## src/qmac_pkg.sv

```systemverilog
package qmac_pkg;

   // byte lanes in the SIMD multiply-accumulate
   localparam int LANES = 4;
   // lanes at index 4 and up see zero bytes, so the operands are padded out
   localparam int PadBits = ((LANES > 4) ? LANES : 4) * 8;

   localparam logic signed [9:0] OffsetPos = 10'sd128;
   localparam logic signed [9:0] OffsetNeg = -10'sd83;
   localparam logic signed [33:0] OutBias = 34'sd128;
   localparam logic signed [33:0] OutMax = 34'sd127;
   localparam logic signed [33:0] OutMin = -34'sd128;
   localparam logic [63:0] LoadNudge = 64'h0000_0000_4000_0000;

   typedef enum logic [1:0] {
      REQ_CLEAR   = 2'd0,
      REQ_MAC     = 2'd1,
      REQ_LOAD    = 2'd2,
      REQ_REQUANT = 2'd3
   } req_kind_type;

   typedef struct packed {
      req_kind_type kind;
      logic         simd_mode;
      logic         offset_select;
      logic [31:0]  operand_a;
      logic [31:0]  operand_b;
   } request_type;

endpackage

```

## src/qmac_mac.sv

```systemverilog
module qmac_mac import qmac_pkg::*; (
   input  logic [31:0] acc,
   input  logic        simd_mode,
   input  logic        offset_select,
   input  logic [31:0] operand_a,
   input  logic [31:0] operand_b,
   output logic [31:0] acc_next
);

   logic [PadBits-1:0] pad_a;
   logic [PadBits-1:0] pad_b;
   logic signed [9:0]  offset;
   logic signed [9:0]  lane_a [LANES];
   logic signed [7:0]  lane_b [LANES];
   logic signed [17:0] prod [LANES];

   assign pad_a  = PadBits'(operand_a);
   assign pad_b  = PadBits'(operand_b);
   assign offset = offset_select ? OffsetNeg : OffsetPos;

   always_comb begin
      for (int i = 0; i < LANES; i++) begin
         lane_a[i] = signed'({{2{pad_a[i*8+7]}}, pad_a[i*8 +: 8]}) + offset;
         lane_b[i] = signed'(pad_b[i*8 +: 8]);
         prod[i]   = lane_a[i] * lane_b[i];
      end
   end

   always_comb begin
      acc_next = acc;
      for (int i = 0; i < LANES; i++) begin
         if (i == 0 || simd_mode) begin
            acc_next = acc_next + 32'(prod[i]);
         end
      end
   end

endmodule

```

## src/qmac_load.sv

```systemverilog
module qmac_load import qmac_pkg::*; (
   input  logic [31:0] operand_a,
   input  logic [31:0] operand_b,
   output logic [31:0] acc_next
);

   logic        neg;
   logic [63:0] mag;
   logic [63:0] sum;
   logic [31:0] quot;

   // negative product: |P| + 2^30 - 1 equals ~P + 2^30
   assign neg  = operand_a[31];
   assign mag  = neg ? ~{operand_a, operand_b} : {operand_a, operand_b};
   assign sum  = mag + LoadNudge;
   assign quot = sum[62:31];
   assign acc_next = neg ? (32'd0 - quot) : quot;

endmodule

```

## src/qmac_requant.sv

```systemverilog
module qmac_requant import qmac_pkg::*; (
   input  logic [31:0] acc,
   input  logic [31:0] operand_b,
   output logic [31:0] acc_next
);

   logic               neg;
   logic [31:0]        expo;
   logic [4:0]         shamt;
   logic [31:0]        mask;
   logic [31:0]        rem;
   logic [31:0]        thr;
   logic signed [31:0] shifted;
   logic signed [33:0] val;

   assign neg  = acc[31];
   assign expo = 32'd0 - operand_b;

   always_comb begin
      if (expo == 32'd0 || expo[31]) begin
         shamt = 5'd0;
      end else if (expo > 32'd31) begin
         shamt = 5'd31;
      end else begin
         shamt = expo[4:0];
      end
   end

   assign mask    = (32'd1 << shamt) - 32'd1;
   assign rem     = acc & mask;
   assign thr     = (mask >> 1) + {31'd0, neg};
   assign shifted = signed'(acc) >>> shamt;
   assign val     = 34'(shifted) + signed'({33'd0, rem > thr}) - OutBias;

   always_comb begin
      if (val > OutMax) begin
         acc_next = 32'(OutMax);
      end else if (val < OutMin) begin
         acc_next = 32'(OutMin);
      end else begin
         acc_next = val[31:0];
      end
   end

endmodule

```

## src/quantized_mac_requant_unit.sv

```systemverilog
// Quantized MAC and requantize unit with one 32-bit accumulator.
// Request channel (req_*): tdata carries operand_a and operand_b, tuser the
// request kind (clear, multiply-accumulate, rounding high-mul load,
// requantize) plus the SIMD and input-offset flags.
// Response channel (rsp_*): one response per request, holding the
// accumulator value after that request.
// A request is captured in the input register, worked out when it moves on
// and shows on rsp_tdata from the accumulator register. Throughput is one
// request per cycle while rsp_tready stays high: the accumulator is read
// and rewritten in the single cycle that moves a request from the input
// register to the output register.
// When rsp_tready is low, the response holds, the input register fills and
// then req_tready drops; no request is lost or repeated.
// Reset (synchronous, active high) clears the accumulator and both valid
// flags; the block takes requests in the first cycle after reset.
module quantized_mac_requant_unit import qmac_pkg::*; (
   input  logic        clock,
   input  logic        reset,
   input  logic        req_tvalid,
   output logic        req_tready,
   input  logic [63:0] req_tdata,  // operand_a [31:0], operand_b [63:32]
   input  logic [3:0]  req_tuser,  // req_type [1:0], simd_mode [2], offset_select [3]
   output logic        rsp_tvalid,
   input  logic        rsp_tready,
   output logic [31:0] rsp_tdata   // result [31:0]
);

   logic        in_valid_ff, in_valid_in;
   request_type in_req_ff;
   logic        out_valid_ff, out_valid_in;
   logic [31:0] acc_ff, acc_in;
   logic        advance;
   logic [31:0] mac_acc, load_acc, requant_acc;

   assign advance    = in_valid_ff && (!out_valid_ff || rsp_tready);
   assign req_tready = !in_valid_ff || advance;
   assign rsp_tvalid = out_valid_ff;
   assign rsp_tdata  = acc_ff;

   assign in_valid_in  = (req_tvalid && req_tready) || (in_valid_ff && !advance);
   assign out_valid_in = advance || (out_valid_ff && !rsp_tready);

   qmac_mac u_mac (
      .acc           (acc_ff),
      .simd_mode     (in_req_ff.simd_mode),
      .offset_select (in_req_ff.offset_select),
      .operand_a     (in_req_ff.operand_a),
      .operand_b     (in_req_ff.operand_b),
      .acc_next      (mac_acc)
   );

   qmac_load u_load (
      .operand_a (in_req_ff.operand_a),
      .operand_b (in_req_ff.operand_b),
      .acc_next  (load_acc)
   );

   qmac_requant u_requant (
      .acc       (acc_ff),
      .operand_b (in_req_ff.operand_b),
      .acc_next  (requant_acc)
   );

   always_comb begin
      acc_in = acc_ff;
      if (advance) begin
         case (in_req_ff.kind)
            REQ_CLEAR:   acc_in = 32'd0;
            REQ_MAC:     acc_in = mac_acc;
            REQ_LOAD:    acc_in = load_acc;
            REQ_REQUANT: acc_in = requant_acc;
            default:     acc_in = 32'd0;
         endcase
      end
   end

   always_ff @(posedge clock) begin
      if (reset) begin
         in_valid_ff  <= 1'b0;
         out_valid_ff <= 1'b0;
         acc_ff       <= 32'd0;
      end else begin
         in_valid_ff  <= in_valid_in;
         out_valid_ff <= out_valid_in;
         acc_ff       <= acc_in;
      end
   end

   always_ff @(posedge clock) begin
      if (req_tvalid && req_tready) begin
         in_req_ff.kind          <= req_kind_type'(req_tuser[1:0]);
         in_req_ff.simd_mode     <= req_tuser[2];
         in_req_ff.offset_select <= req_tuser[3];
         in_req_ff.operand_a     <= req_tdata[31:0];
         in_req_ff.operand_b     <= req_tdata[63:32];
      end
   end

   // accumulator only moves together with a new response
   a_acc_hold: assert property (@(posedge clock) disable iff (reset)
      !advance |=> $stable(acc_ff))
      else $error("accumulator changed without a request");

   a_clear: assert property (@(posedge clock) disable iff (reset)
      advance && in_req_ff.kind == REQ_CLEAR |=> acc_ff == 32'd0 && rsp_tvalid)
      else $error("clear did not zero the accumulator");

   a_requant_range: assert property (@(posedge clock) disable iff (reset)
      advance && in_req_ff.kind == REQ_REQUANT |=>
         rsp_tdata[31:7] == 25'd0 || rsp_tdata[31:7] == 25'h1ff_ffff)
      else $error("requantize result outside int8 range");

   a_in_hold: assert property (@(posedge clock) disable iff (reset)
      in_valid_ff && !advance |=> in_valid_ff && $stable(in_req_ff))
      else $error("stalled request dropped or changed");

endmodule

```

## config.mk

```make
export PLATFORM = sky130hd
export DESIGN_NAME = quantized_mac_requant_unit
export DESIGN_NICKNAME = d
export VERILOG_FILES = /design/src/qmac_pkg.sv /design/src/qmac_mac.sv /design/src/qmac_load.sv /design/src/qmac_requant.sv /design/src/quantized_mac_requant_unit.sv
export SDC_FILE = /design/constraint.sdc
export NUM_CORES = 2
export LEC_CHECK = 0
export ABC_AREA = 1
export ABC_CLOCK_PERIOD_IN_PS = 23800
export BUFFER_PORTS_ARGS = -buffer_cell sky130_fd_sc_hd__clkbuf_2
export CAP_MARGIN = 25
export CORE_ASPECT_RATIO = 2
export CORE_MARGIN = 1
export CORE_UTILIZATION = 40
export CTS_BUF_LIST = sky130_fd_sc_hd__clkbuf_2
export DETAILED_ROUTE_END_ITERATION = 10
export GPL_ROUTABILITY_DRIVEN = 1
export HOLD_SLACK_MARGIN = 0.05
export PLACE_DENSITY = 0.52
export SYNTH_ARGS = -nofsm -noshare
export SYNTH_HDL_FRONTEND = slang
export SYNTH_HIERARCHICAL = 1
export SYNTH_SLANG_ARGS = --single-unit
```

## constraint.sdc

```tcl
create_clock -name clock -period 23.8 [get_ports clock]
set_clock_uncertainty 0.1 [all_clocks]
set_input_delay 3.57 -clock clock [delete_from_list [all_inputs] [get_ports clock]]
set_output_delay 3.57 -clock clock [all_outputs]
set_load 0.02 [all_outputs]
```

* Word level (Yosys, flattened, before mapping)
Cells that the tools add are included.
** Word-level totals
- Bits of input ports :: 72
- Bits in registers :: 102
- Logic and storage cells :: 64
** Operators by class
- Shift-type cells :: 2
- $mul :: 4
- $lt $le $gt $ge :: 4
- Mux-type cells :: 11
- Reduce and logical (&&, ||, !) cells :: 15
- Add/subtract/negate cells :: 15
- Bitwise gates (word level) :: 2
- Equal/unequal tests :: 3
** Operator list (count)
- $mux W32 :: 6
- $add A32 B32 Y32 :: 4
- $pmux W32 S4 :: 1
- $mul A10 B8 Y18 :: 4
- $sub A1 B32 Y32 const A :: 2
- $add A63 B31 Y63 const B :: 1
- $mux W63 :: 1
- $not A63 Y63 :: 1
- $add A8 B10 Y10 :: 4
- $gt A34 B8 Y1 const B :: 1
- $lt A34 B8 Y1 const B :: 1
- $sub A34 B9 Y34 const B :: 1
- $add A32 B2 Y33 :: 1
- $add A31 B1 Y32 :: 1
- $and A32 B32 Y32 :: 1
- $gt A32 B32 Y1 :: 1
- $gt A32 B5 Y1 const B :: 1
- $logic_not A32 Y1 :: 1
- $shl A1 B5 Y32 const A :: 1
- $sshr A32 B5 Y32 :: 1
- $sub A32 B1 Y32 const B :: 1
- $mux W10 :: 1
- $mux W5 :: 2
- $logic_or A1 B1 Y1 :: 5
- 5 further kinds :: 12

* Logic depth before layout (Yosys ltp)
- Depth after elaboration :: 14
- Mapped depth :: 79
- Gate-level depth less buffers :: 79

* By module
Netlist, hierarchy kept.
** By module, submodules not included
- qmac_mac :: area each 21593.2 um2, times used 1, cells an instance 3377
- qmac_requant :: area each 8041.5 um2, times used 1, cells an instance 1621
- quantized_mac_requant_unit :: area each 4110.2 um2, times used 1, cells an instance 369
- qmac_load :: area each 2975.4 um2, times used 1, cells an instance 687

* Worst setup path after synthesis
Ideal clock, no wire load.
- Kind :: reg-to-reg
- From :: register, netlist name in_req_ff[64]
- To :: register acc_ff[31], in the netlist rsp_tdata[31]
- Path slack :: 12.573 ns
- Arrival :: 11.004 ns
- Library setup time :: 0.123 ns
- Stages on the path, launching flop included :: 75
- Cell sequence :: edfxtp_1 ha_1 nand3_1 nand2_1 nand2_1 a21boi_1 nand2_1 a21oi_1 nand2_1 a21o_1 nand2_1 inv_1 nand2_1 fa_1 inv_1 fa_1 fa_1 inv_1 [... 39 more ...] nand2_1 nand2_1 ha_1 inv_1 nor3_1 nand2_1 nor4_1 nand2_1 o211ai_1 nor2_1 nor2_1 inv_1 nand2_1 nand2_1 nand3_1 nand3_1 nand2_1 a21oi_2
** On the way
- Cells in the longest elaborated chain, start to end :: 11
- Elaborated cells between the ends (all ways) :: 17
- Those cells by class :: 8 x add/sub; 4 x mul; 5 x mux
** RTL lines
- $mux W10 * :: line qmac_mac.sv:19 : assign offset = offset_select ? OffsetNeg : OffsetPos;
- $add A8 B10 Y10 :: line qmac_mac.sv:23 : lane_a[i] = signed'({{2{pad_a[i*8+7]}}, pad_a[i*8 +: 8]}) + offset;
- $mul A10 B8 Y18 :: line qmac_mac.sv:25 : prod[i] = lane_a[i] * lane_b[i];
- $add A32 B32 Y32 (2 in a row) :: line qmac_mac.sv:33 : acc_next = acc_next + 32'(prod[i]);
- $mux W32 :: line qmac_mac.sv:32 : if (i == 0 || simd_mode) begin
- $add A32 B32 Y32 :: line qmac_mac.sv:33
- $mux W32 :: line qmac_mac.sv:32
- $add A32 B32 Y32 :: line qmac_mac.sv:33
- $mux W32 * :: line qmac_mac.sv:32
- via mac_acc[31] :: line quantized_mac_requant_unit.sv:33 : logic [31:0] mac_acc, load_acc, requant_acc;
- $pmux W32 S4 * :: line quantized_mac_requant_unit.sv:67 : case (in_req_ff.kind)
- end signal: assignment :: line quantized_mac_requant_unit.sv:85 : acc_ff <= acc_in;
- end: declaration :: line quantized_mac_requant_unit.sv:31 : logic [31:0] acc_ff, acc_in;
The timed path passes the listed nets; every way through them passes the cells marked *.
A chain may end at the register's enable or synchronous reset.

* Final worst setup path
- From :: register, netlist name in_req_ff[64]
- To :: register acc_ff[31], in the netlist rsp_tdata[31]
** On the way
- Cells in the longest elaborated chain, start to end :: 11
- Elaborated cells between the ends (all ways) :: 17
- Those cells by class :: 8 x add/sub; 4 x mul; 5 x mux
** RTL lines (line)
- $mux W10 * :: qmac_mac.sv:19
- $add A8 B10 Y10 :: qmac_mac.sv:23
- $mul A10 B8 Y18 :: qmac_mac.sv:25
- $add A32 B32 Y32 (2 in a row) :: qmac_mac.sv:33
- $mux W32 :: qmac_mac.sv:32
- $add A32 B32 Y32 :: qmac_mac.sv:33
- $mux W32 :: qmac_mac.sv:32
- $add A32 B32 Y32 :: qmac_mac.sv:33
- $mux W32 * :: qmac_mac.sv:32
- via mac_acc[31] :: quantized_mac_requant_unit.sv:33
- $pmux W32 S4 * :: quantized_mac_requant_unit.sv:67
Marks and branches as above.

==> metrics.sh <==
CELL_TAKING_THE_MOST_AREA_AFTER_SYNTHESIS='sky130_fd_sc_hd__nand2_1'
CTS_HOLD_BUFFERS=0
FINAL-HOLD-VIOLATION-COUNT=0
CTS_BUFFER_DEPTH=2
TIMING.CRITICAL_PATH.FROM_TYPE='flop'
YOSYSTOPAREACELLSHARE_PCT=17.8
DIE_Y_UM=430
POST_CTS.RESIZED_INSTANCES=0
TOP_LEVEL_PORTS=106
VIA_COUNT_OF_THE_FIRST_GLOBAL_ROUTING_PASS=39400
DR_TOTAL_VIAS=39100
CRIT_ARRIVAL_NS=14.90
GRT_UTIL_ALL_LAYERS_PCT=33.6
PATH_CLASS='flop to flop'
ROUTED_VIA_DENSITY=5.38
FLOORPLAN.DIE_AREA_MM2=0.0931
SYNTH.FF_LATCH_COUNT=102
IO_BUFFERS=105
SETUP-VIOLATIONS-FINAL=0
NUMBER_OF_DISTINCT_LIBRARY_CELLS_AFTER_SYNTHESIS=72
HOLDCRITPATHCLASS='flop to flop'
CTS.SINKS=102
FIRST_PASS_ITERS=7
ROUTE.FINAL.WIRE_LENGTH_MM=158
MAX_SLEW_VIOLATION_COUNT=0
CRIT_PATH_MAX_INCR_DELAY_NS=0.53
DESIGN.FINAL.NETS=6745
FILLER_CELL_COUNT=10300
FP-ROW-COUNT=156
RRSETUPSLACK_NS=9.71
CRITPATHMAXFANOUT=25
TRITONCTS.NUM_BUFFERS=9
NUMBER_OF_ANTENNA_VIOLATIONS_AT_THE_FIRST_CHECK_IN_GLOBAL_ROUTING=3
GRT_SETUP_UNREPAIRED='false'
SYNTH.AVG_CELL_AREA_UM2=6.07
POST_CTS_BUFFERS=0
RESULT_OF_THE_RUN='finished, final reports clean'
MAX_FREQ_MHz=71.0
FIRST_PASS_GRT_WIRE_LENGTH_MM=231
CLOCK_INSERTION_DELAY_WORST_SKEW_NS=1.00
STARTING_UTILIZATION_OF_THE_CORE_AREA_PCT=40.5
FINAL_PERIOD_MINUS_WORST_SETUP_SLACK_NS=14.09
WIRE_PER_INST_UM=21.8
TIMING.MAX_SLEW.REL_SLACK_PCT=34.2
FLOW.AREA_GROWTH_FROM_SYNTHESIS_PCT=4.55
MOST_REPEATED_LIBRARY_CELL_ON_THE_CRITICAL_PATH='sky130_fd_sc_hd__nand2_1'
WORST_PIN_SLEW_NS=0.985
FP.COREAREA_MM2=0.0906
CLOCK_TREE.HTREE_LEVEL_COUNT=3
SYNTH_WARNINGS=6
GRT-OVFL-TOTAL=0
MOST-COMMON-LAYOUT-CELLS='sky130_fd_sc_hd__nand2_1 (1741), sky130_fd_sc_hd__inv_1 (1032), sky130_fd_sc_hd__nand3_1 (674)'
CLKSLEWWORSTSETUPHOLDPATHS_NS=0.43
TIMING.SETUP.TNS_NS=0
MAPPEDNETLISTNETS=6727
WORSTPATHREQUIRED_NS=24.61
CRITICAL_PATH_TOP_DELAY_CELL='sky130_fd_sc_hd__fa_1'
GRT_START_MAX_NET_PINS=66
CRITICAL_PATH.ENDPOINT_TYPE='flop'
DIEWIDTH_UM=216
POST_ROUTE_CELLS_DRIVE_ABOVE_1_SHARE_PCT=6.80
REMAINING_DRC_ERRORS=0
ANT_NETS=0
TIMING.FINAL.CRIT_SHARE_PCT=59.2
TRITONCTS='done'
SYNTH_AREA_MM2=0.0367
GPL.FINAL_WEIGHTED_CONGESTION=1.02
SYNTH_SEQUENTIAL_AREA_RATIO_PCT=7.41
ROOT_BUFFER='sky130_fd_sc_hd__clkbuf_2'
DP.FINAL_HPWL_MM=136
MAXCAPVIOLATIONS=0
MOSTFREQUENTLAYOUTCELL='sky130_fd_sc_hd__nand2_1'
SYNTH_TOP_CELLS_BY_AREA='sky130_fd_sc_hd__nand2_1 (18%), sky130_fd_sc_hd__fa_1 (15%), sky130_fd_sc_hd__ha_1 (11%)'
SYN-INSTANCE-COUNT=6054
DRTITER0DRC=2265
## Yosys cell counts (all sizes together)
master,instances
o21ai,182
o221ai,2
nor2,709
ha,329
a21boi,7
o31ai,4
o311ai,2
and3,4
a221oi,7
nand2b,1
dfxtp,34
and2,7
o21bai,24
a31o,1
a21o,21
nor4,17
a31oi,23
or2,35
a211o,3
a211oi,6
nand3,689
o2111ai,3
buf,94
o311a,1
conb,2
o21a,15
nand4,58
inv,1068
a311o,2
o211ai,7
nand3b,11
xnor2,48
fa,272
nor3b,1
nand2,1782
clkbuf,50
o22ai,2
xor2,136
nor3,51
edfxtp,68
a21oi,276
## kinds of logic after synthesis
| kind of cell | count (synthesis) | share of synthesized area [%] |
|---|---|---|
| fa+ha+maj | 601 | 26.0 |
| xor+xnor | 184 | 4.47 |
| buf+inv | 1212 | 13.2 |
| other cells | 2 | 0.0205 |
| compound gates | 588 | 9.31 |
| flops | 102 | 7.41 |
| simple gates | 3365 | 39.5 |
## metrics by stage
step / setup slack (ns) / util, % / cell area [um2] / std cells / hold slack (ns)
after CTS: 9.89 / 42.4 / 38400 / 7262 / 0.380
after global placement: 10.05 / 42.2 / 38200 / 7244 / 0.358
final: 9.71 / 42.4 / 38400 / 7266 / 0.380
after global routing: 8.69 / 42.4 / 38400 / 7266 / 0.416
after floorplan: 12.57 / - / 36700 / 6054 / 0.355
after detailed placement: 9.96 / 42.2 / 38200 / 7246 / 0.357
## final cells by class
cell class	count	area [um2]	area share (%)
inverters	1068	4010	10.5
clock buffers	9	45.0	0.117
repair buffers	151	881	2.29
multi-input cells	4740	29100	75.9
well taps	1185	1480	3.86
diodes	4	10.0	0.0261
clock inverters	7	96.3	0.251
flip-flops and latches	102	2720	7.09
## registers in the layout, indices dropped and copies added (netlist names)
register     flops
in_req_ff       68
in_valid_ff      1
rsp_tdata       32
rsp_tvalid       1
## routing by layer
layer  up-vias  track usage, %  wire length, um
li1      19100               -                -
met1     18300            29.1            49900
met2      1163            65.8            86500
met3       525            3.25             5150
met4         0            31.3            16900
met5         -               0                0
## critical path, delay by kind of cell (launching register included)
kind | cells | cell delay [ns]
simple gates | 37 | 5.08
fa+ha+maj | 10 | 4.29
compound gates | 14 | 3.02
buf+inv | 10 | 1.12
flops | 1 | 0.44
## path summary, 6_finish.rpt
kind                        end          start  depth (start not counted)
setup / recovery  rsp_tdata[31]  in_req_ff[64]                         71
hold / removal    rsp_tdata[30]  rsp_tdata[30]                          2
setup reg to reg  rsp_tdata[31]  in_req_ff[64]                         71
hold reg to reg   rsp_tdata[30]  rsp_tdata[30]                          2
Power is left out: the tool's default activity adds up to more than one toggle a clock period on the data nets, which glitch-free logic cannot reach.
